<file path="config.mk">
export PLATFORM = sky130hd
export DESIGN_NAME = timer_counter_8bit_ovf_ctc_pwm
export DESIGN_NICKNAME = d
export VERILOG_FILES = /design/src/rtl/tc8_pkg.sv /design/src/rtl/tc8_prescaler.sv /design/src/rtl/tc8_core.sv /design/src/rtl/timer_counter_8bit_ovf_ctc_pwm.sv
export SDC_FILE = /design/constraint.sdc
export NUM_CORES = 1
export LEC_CHECK = 0
export BUFFER_PORTS_ARGS = -buffer_cell sky130_fd_sc_hd__buf_2
export CAP_MARGIN = 20
export CORE_ASPECT_RATIO = 0.75
export CORE_UTILIZATION = 60
export DETAILED_ROUTE_END_ITERATION = 12
export GPL_TIMING_DRIVEN = 1
export PLACE_DENSITY = 0.82
export SLEW_MARGIN = 20
export SYNTH_ARGS = -nofsm -noshare
export SYNTH_HDL_FRONTEND = slang
export SYNTH_SLANG_ARGS = --single-unit
</file>
<file path="constraint.sdc">
create_clock -name clk -period 7.9 [get_ports clk]
set_clock_uncertainty 0.1 [all_clocks]
set_input_delay 0.79 -clock clk [delete_from_list [all_inputs] [get_ports clk]]
set_output_delay 0.79 -clock clk [all_outputs]
set_load 0.01 [all_outputs]
</file>
<file path="src/rtl/tc8_pkg.sv">
`timescale 1ns / 1ps

package tc8_pkg;

  // Item kinds carried on the input tuser.
  typedef enum logic [1:0] {
    OP_TICK  = 2'd0,
    OP_WRITE = 2'd1,
    OP_CLEAR = 2'd2,
    OP_READ  = 2'd3
  } op_t;

  // Configuration register indexes.
  localparam logic [2:0] REG_WAVE_MODE    = 3'd0;
  localparam logic [2:0] REG_CLOCK_SELECT = 3'd1;
  localparam logic [2:0] REG_COMPARE      = 3'd2;
  localparam logic [2:0] REG_PIN_MODE     = 3'd3;
  localparam logic [2:0] REG_OVF_IRQ_EN   = 3'd4;
  localparam logic [2:0] REG_CMP_IRQ_EN   = 3'd5;

  // Waveform modes; the unused code behaves as normal mode.
  localparam logic [1:0] WAVE_NORMAL = 2'd0;
  localparam logic [1:0] WAVE_CTC    = 2'd1;
  localparam logic [1:0] WAVE_PWM    = 2'd2;

  // Pin modes; the unused code acts as disconnected.
  localparam logic [1:0] PIN_OFF    = 2'd0;
  localparam logic [1:0] PIN_NONINV = 2'd1;
  localparam logic [1:0] PIN_INV    = 2'd2;

  // Clock selects; the unused codes stop the counter.
  localparam logic [2:0] CS_STOP    = 3'd0;
  localparam logic [2:0] CS_DIV1    = 3'd1;
  localparam logic [2:0] CS_DIV8    = 3'd2;
  localparam logic [2:0] CS_DIV64   = 3'd3;
  localparam logic [2:0] CS_DIV256  = 3'd4;
  localparam logic [2:0] CS_DIV1024 = 3'd5;

  localparam int PRESCALE_BITS = 10;

  typedef struct packed {
    logic [1:0] wave_mode;
    logic [2:0] clock_select;
    logic [7:0] compare_value;
    logic [1:0] pin_mode;
    logic       overflow_irq_enable;
    logic       compare_irq_enable;
  } cfg_t;

  typedef struct packed {
    logic       irq;
    logic       wave_out;
    logic       compare_flag;
    logic       overflow_flag;
    logic [7:0] count_value;
  } result_t;

  // Last prescaler count before a timer step, per clock select.
  function automatic logic [PRESCALE_BITS-1:0] terminal_count(input logic [2:0] sel);
    logic [PRESCALE_BITS-1:0] tc;
    unique case (sel)
      CS_DIV1:    tc = PRESCALE_BITS'(0);
      CS_DIV8:    tc = PRESCALE_BITS'(7);
      CS_DIV64:   tc = PRESCALE_BITS'(63);
      CS_DIV256:  tc = PRESCALE_BITS'(255);
      CS_DIV1024: tc = PRESCALE_BITS'(1023);
      default:    tc = '0;
    endcase
    return tc;
  endfunction

  function automatic logic clock_running(input logic [2:0] sel);
    return (sel >= CS_DIV1) && (sel <= CS_DIV1024);
  endfunction

endpackage

</file>
<file path="src/rtl/tc8_prescaler.sv">
`timescale 1ns / 1ps

module tc8_prescaler (
  input  logic       clk,
  input  logic       rst,
  input  logic       tick,
  input  logic [2:0] clock_select,
  output logic       step
);

  logic [tc8_pkg::PRESCALE_BITS-1:0] prescale_count;
  logic [tc8_pkg::PRESCALE_BITS-1:0] prescale_count_next;
  logic                              running;
  logic                              at_end;

  // A count already past a newly chosen, shorter period also fires.
  assign running = tc8_pkg::clock_running(clock_select);
  assign at_end  = prescale_count >= tc8_pkg::terminal_count(clock_select);
  assign step    = tick && running && at_end;

  always_comb begin
    prescale_count_next = prescale_count;
    if (tick && running) begin
      prescale_count_next = at_end ? '0 : prescale_count + 1'b1;
    end
  end

  always_ff @(posedge clk) begin
    if (rst) begin
      prescale_count <= '0;
    end else begin
      prescale_count <= prescale_count_next;
    end
  end

endmodule

</file>
<file path="src/rtl/tc8_core.sv">
`timescale 1ns / 1ps

module tc8_core #(
  parameter int COUNTER_BITS = 8
) (
  input  logic                clk,
  input  logic                rst,
  input  logic                advance,
  input  tc8_pkg::op_t        op,
  input  logic [7:0]          write_data,
  input  logic                step,
  input  tc8_pkg::cfg_t       cfg,
  output tc8_pkg::result_t    result
);

  localparam logic [COUNTER_BITS-1:0] COUNT_MAX = '1;

  logic [COUNTER_BITS-1:0] counter;
  logic [COUNTER_BITS-1:0] counter_next;
  logic                    ovf_flag;
  logic                    ovf_flag_next;
  logic                    cmp_flag;
  logic                    cmp_flag_next;
  logic                    pin_level;
  logic                    pin_level_next;
  logic                    match;
  logic                    wrapped;
  logic                    pin_on;
  logic                    at_bottom;

  assign match     = counter == COUNTER_BITS'(cfg.compare_value);
  assign pin_on    = (cfg.pin_mode == tc8_pkg::PIN_NONINV) ||
                     (cfg.pin_mode == tc8_pkg::PIN_INV);
  assign at_bottom = cfg.pin_mode == tc8_pkg::PIN_NONINV;

  always_comb begin
    counter_next   = counter;
    ovf_flag_next  = ovf_flag;
    cmp_flag_next  = cmp_flag;
    pin_level_next = pin_level;
    wrapped        = 1'b0;
    unique case (op)
      tc8_pkg::OP_TICK: begin
        if (step) begin
          if (match) begin
            cmp_flag_next = 1'b1;
          end
          if (cfg.wave_mode == tc8_pkg::WAVE_CTC && match) begin
            counter_next = '0;
          end else if (counter == COUNT_MAX) begin
            counter_next  = '0;
            wrapped       = 1'b1;
            ovf_flag_next = 1'b1;
          end else begin
            counter_next = counter + 1'b1;
          end
          // In fast PWM a wrap on the same step as a match wins.
          if (cfg.wave_mode == tc8_pkg::WAVE_PWM && pin_on) begin
            if (wrapped) begin
              pin_level_next = at_bottom;
            end else if (match) begin
              pin_level_next = !at_bottom;
            end
          end
        end
      end
      tc8_pkg::OP_WRITE: begin
        counter_next = COUNTER_BITS'(write_data);
      end
      tc8_pkg::OP_CLEAR: begin
        if (write_data[0]) begin
          ovf_flag_next = 1'b0;
        end
        if (write_data[1]) begin
          cmp_flag_next = 1'b0;
        end
      end
      tc8_pkg::OP_READ: begin
      end
      default: begin
      end
    endcase
  end

  always_comb begin
    result.count_value   = counter_next[7:0];
    result.overflow_flag = ovf_flag_next;
    result.compare_flag  = cmp_flag_next;
    result.wave_out      = pin_on && pin_level_next;
    result.irq           = (ovf_flag_next && cfg.overflow_irq_enable) ||
                           (cmp_flag_next && cfg.compare_irq_enable);
  end

  always_ff @(posedge clk) begin
    if (rst) begin
      counter   <= '0;
      ovf_flag  <= 1'b0;
      cmp_flag  <= 1'b0;
      pin_level <= 1'b0;
    end else if (advance) begin
      counter   <= counter_next;
      ovf_flag  <= ovf_flag_next;
      cmp_flag  <= cmp_flag_next;
      pin_level <= pin_level_next;
    end
  end

endmodule

</file>
<file path="src/rtl/timer_counter_8bit_ovf_ctc_pwm.sv">
`timescale 1ns / 1ps

// Timer/counter with normal, clear-on-compare and fast PWM modes. Each input
// word is a tick, a counter load, a write-one-to-clear of the flags, or a
// read, and each one returns exactly one result word holding the counter, the
// overflow and compare flags, the waveform pin level and the interrupt
// request as they stand after that word. The block takes one input word per
// clock while the output is drained: the prescaler and the counter update
// in the cycle the word is accepted, and the result is registered. A
// two-deep output stage (result register plus skid register) lets an input
// word be accepted while a result is still waiting on the output.
// Configuration writes are always ready and take effect on the next
// accepted word; write them only while the block is idle.
module timer_counter_8bit_ovf_ctc_pwm #(
  parameter int COUNTER_BITS = 8
) (
  input  logic        clk,
  input  logic        rst,
  // Input words.
  input  logic        s_tvalid,
  output logic        s_tready,
  input  logic [7:0]  s_tdata,   // [7:0] write_data
  input  logic [1:0]  s_tuser,   // [1:0] op
  // Result words.
  output logic        m_tvalid,
  input  logic        m_tready,
  output logic [15:0] m_tdata,   // [7:0] count_value, [8] overflow_flag,
                                 // [9] compare_flag, [10] wave_out, [11] irq,
                                 // [15:12] zero
  // Configuration writes.
  input  logic        cfg_valid,
  output logic        cfg_ready,
  input  logic [2:0]  cfg_index,
  input  logic [7:0]  cfg_data
);

  tc8_pkg::cfg_t    cfg;
  tc8_pkg::result_t result;
  tc8_pkg::result_t out_word;
  tc8_pkg::result_t skid_word;
  logic             out_valid;
  logic             skid_valid;
  logic             push;
  logic             pop;
  logic             step;
  logic             tick;
  tc8_pkg::op_t     op;

  // Configuration registers are always writable; unknown indexes are dropped.
  assign cfg_ready = 1'b1;

  always_ff @(posedge clk) begin
    if (rst) begin
      cfg <= '0;
    end else if (cfg_valid && cfg_ready) begin
      unique case (cfg_index)
        tc8_pkg::REG_WAVE_MODE:    cfg.wave_mode           <= cfg_data[1:0];
        tc8_pkg::REG_CLOCK_SELECT: cfg.clock_select        <= cfg_data[2:0];
        tc8_pkg::REG_COMPARE:      cfg.compare_value       <= cfg_data;
        tc8_pkg::REG_PIN_MODE:     cfg.pin_mode            <= cfg_data[1:0];
        tc8_pkg::REG_OVF_IRQ_EN:   cfg.overflow_irq_enable <= cfg_data[0];
        tc8_pkg::REG_CMP_IRQ_EN:   cfg.compare_irq_enable  <= cfg_data[0];
        default: begin
        end
      endcase
    end
  end

  // The skid register only fills when the output is stalled, so the input
  // stays open until both output slots are in use.
  assign s_tready = !skid_valid;
  assign push     = s_tvalid && s_tready;
  assign pop      = m_tvalid && m_tready;
  assign op       = tc8_pkg::op_t'(s_tuser);
  assign tick     = push && (op == tc8_pkg::OP_TICK);

  tc8_prescaler u_prescaler (
    .clk          (clk),
    .rst          (rst),
    .tick         (tick),
    .clock_select (cfg.clock_select),
    .step         (step)
  );

  tc8_core #(
    .COUNTER_BITS (COUNTER_BITS)
  ) u_core (
    .clk        (clk),
    .rst        (rst),
    .advance    (push),
    .op         (op),
    .write_data (s_tdata),
    .step       (step),
    .cfg        (cfg),
    .result     (result)
  );

  // Output stage: the skid word always moves up first to keep order.
  always_ff @(posedge clk) begin
    if (rst) begin
      out_valid  <= 1'b0;
      skid_valid <= 1'b0;
    end else begin
      if (!out_valid || pop) begin
        if (skid_valid) begin
          out_valid  <= 1'b1;
          skid_valid <= 1'b0;
        end else begin
          out_valid <= push;
        end
      end else if (push) begin
        skid_valid <= 1'b1;
      end
    end
  end

  always_ff @(posedge clk) begin
    if (!out_valid || pop) begin
      out_word <= skid_valid ? skid_word : result;
    end else if (push) begin
      skid_word <= result;
    end
  end

  assign m_tvalid = out_valid;
  assign m_tdata  = {4'b0000, out_word};

endmodule

</file>
==> results.ini <==
[layout]
drive_gt1_share_pct = 22.5
fin_cells = 458
final_util_pct = 72.1
finalNetCount = 420
syn2layout_area_growth_pct = 14.0
diodes = 0

[detailed_routing]
wirelength_um = 7430
dr.first_iter.drc_count = 157
drc = 0
ant_nets = 0
avgViaCountPerCell = 5.94
first_pass_iters = 4
avgRoutedWirePerCell_um = 16.2
vias = 2719

[clock_network]
cts_num_sinks = 64
clock_latency_ns = 0.34
cts_hold_buf = 0
root_buffer = clkbuf_8
h-tree-depth = 3
clk_pin_slew_ns = 0.08
clk_path_buf_depth = 2
postCtsSetupBuffers = 0
cts_tree = built
cts_buffers = 9
cts_resized = 0

[synthesis]
synthAdderAreaFrac_pct = 5.82
yosysWarnings = 0
ys_ff_latch = 64
synth_compound_area_share_pct = 16.6
syn_avg_cell_area_um2 = 10.0
synthCells = 343
async_flop_share_pct = 0
synth-edff-count = 24
synth_flop_cell = dfxtp_1
ys_seq_area_share_pct = 44.3
yosysUniqueCellTypes = 64
synthesis.area_um2 = 3440
synthMuxAreaShare_pct = 7.53
synth_xor_area_share_pct = 3.82
synth_top_family_by_area = simple AND/OR/NAND/NOR gates
synthSimpleGateAreaFrac_pct = 17.5

[sta]
rsz0062_at_grt = false
period_minus_slack_ns = 3.86
slew_headroom_pct = 30.7
maxSlewViolCount = 0
fin_crit_sh_pct = 48.9
fmax_mhz = 259
fin_hold_ws_ns = 0.399
setup_tns_ns = 0
setup_viol = 0
final_hold_viol_count = 0
worstMarginPinSlew_ns = 1.04

[grt]
antenna_found_initial = 0
grt_pass1_vias = 2500
grt_pass1_wl_um = 12000
track_usage_pct = 27.1
grt_start_max_net_pins = 33
grt_overflow = 0

[job]
drv_cap = 0

[setup_path]
path_class = reg -> reg
cp.required_ns = 7.90
cp_slowest_cell = o41ai_4
cp-start-kind = flip-flop
crit_chain = inv_1 -> ha_1 -> a31oi_1 -> ha_1 -> a41oi_1 -> nor3_1 -> o41ai_4 -> o21ai_0 -> and3_1 -> a221o_1
end_kind = flip-flop
crit_fanout = 17
cp_slowest_stage_delay_ns = 0.90
cpMostUsedCell = ha_1
crit_arrival_ns = 3.87
critical_path_buf_inv_count = 1
critical_path.top_delay_family = compound AO/OA/AOI/OAI gates

[die]
die_w_um = 89.4
initial_core_util_pct = 63.2
ios = 45
die_area_um2 = 6040
core_um2 = 5440
rows = 23
fp.dieH_um = 67.6

[place]
port_buffers = 39
dp_cells = 442
dp_hpwl_um = 5360
gp_congestion = 0.848

[pwr]
irDropWorstVdd_uv = 126
power.leakage_uw = 0.00154
p_per_area_nw_per_um2 = 209

[worst_hold_path]
hold_path_class = reg -> reg

[run_status]
run_status = finished, final reports clean

-- tightest hold or removal path, delay by kind of cell, from the launching register on --
family          cells  cell delay [ns]
flops               1             0.33
compound gates      2             0.13
-- power by group --
group / switching (uW) / internal, uW / leakage [uW] / total, uW
logic: 45.8 / 33.3 / 0.000846 / 79.1
clock network: 132 / 242 / 0.000126 / 374
registers: 9.13 / 357 / 0.000571 / 366
-- cell families after synthesis --
kind of cell,after synthesis
simple gates,123
compound gates,68
flops,64
buf+inv,31
mux,24
fa+ha+maj,16
xor+xnor,15
other cells,2
-- routing by layer --
layer  vias to the layer above  GRT usage [%]  share of wire (%)
li1                       1301              -                  -
met1                      1305           34.8                 46
met2                        94           44.1                 46
met3                        19           8.68                5.7
met4                         0           7.54                1.8
met5                         -              0                  0
-- cell type report --
class	count	area [um^2]
timing repair buffer	40	203
inverter	12	45.0
fill	402	1520
multi-input combinational	251	1790
clock buffer	9	124
tap	75	93.8
clock inverter	7	144
sequential	64	1520
-- per-stage QoR --
| step | instance area [um^2] | setup WS, ns | total power, uW |
|---|---|---|---|
| floorplan | 3450 | 4.84 | 425 |
| global placement | 3650 | 4.32 | 447 |
| detailed placement | 3650 | 4.10 | 451 |
| CTS | 3920 | 4.08 | 821 |
| global route | 3920 | 3.78 | 846 |
| finish | 3920 | 4.04 | 819 |
-- sequential cells by signal, indices dropped and copies added, names as in the netlist, 8 cells and up --
name                        flops
u_prescaler.prescale_count     10
u_core.counter                  8
skid_word                      12
cfg                            17
m_tdata                        12
-- synth_stat cells, drive strengths merged (2+ instances only) --
| cell | count | area [um^2] |
|---|---|---|
| o31ai | 3 | 27.5 |
| nor4bb | 2 | 20.0 |
| nand2b | 7 | 43.8 |
| o21ai | 9 | 45.0 |
| a31oi | 3 | 18.8 |
| xor2 | 6 | 52.6 |
| xnor2 | 9 | 78.8 |
| a211oi | 4 | 47.5 |
| dfxtp | 40 | 801 |
| mux2i | 15 | 150 |
| and3 | 6 | 38.8 |
| a22oi | 5 | 37.5 |
| o21bai | 3 | 33.8 |
| o21a | 5 | 37.5 |
| conb | 2 | 7.51 |
| buf | 8 | 57.6 |
| a21o | 2 | 15.0 |
| nand3 | 5 | 25.0 |
| a22o | 2 | 17.5 |
| a31o | 2 | 17.5 |
| nand2 | 17 | 63.8 |
| nor2b | 4 | 25.0 |
| inv | 12 | 45.0 |
| o41ai | 2 | 36.3 |
| nand4 | 7 | 43.8 |
| ha | 16 | 200 |
| or3 | 4 | 25.0 |
| or2 | 3 | 21.3 |
| nor3 | 7 | 40.0 |
| a21oi | 12 | 60.1 |
| o211ai | 3 | 27.5 |
| mux2 | 9 | 109 |
| nor2 | 55 | 206 |
| clkbuf | 11 | 41.3 |
| edfxtp | 24 | 721 |
| o311ai | 3 | 48.8 |
| a221o | 3 | 32.5 |
| o31a | 2 | 17.5 |
-- final timing paths --
kind / cells after the start / slack (ns) / startpoint / endpoint
worst max-delay path: 10 / 4.04 / cfg[13] / m_tdata[11]
worst min-delay path: 2 / 0.40 / u_prescaler.prescale_count[9] / u_prescaler.prescale_count[9]
worst max register to register: 10 / 4.04 / cfg[13] / m_tdata[11]
worst min register to register: 2 / 0.40 / u_prescaler.prescale_count[9] / u_prescaler.prescale_count[9]
-- placed cells by master, fill, tap and decap left out, types with 12 or more instances in the layout --
cell type,instances
ha_1,16
nor2_1,55
buf_2,39
edfxtp_1,24
nand2_1,17
inv_1,12
dfxtp_1,40
a21oi_1,12
mux2i_1,15
(Power assumes the default switching activity.)
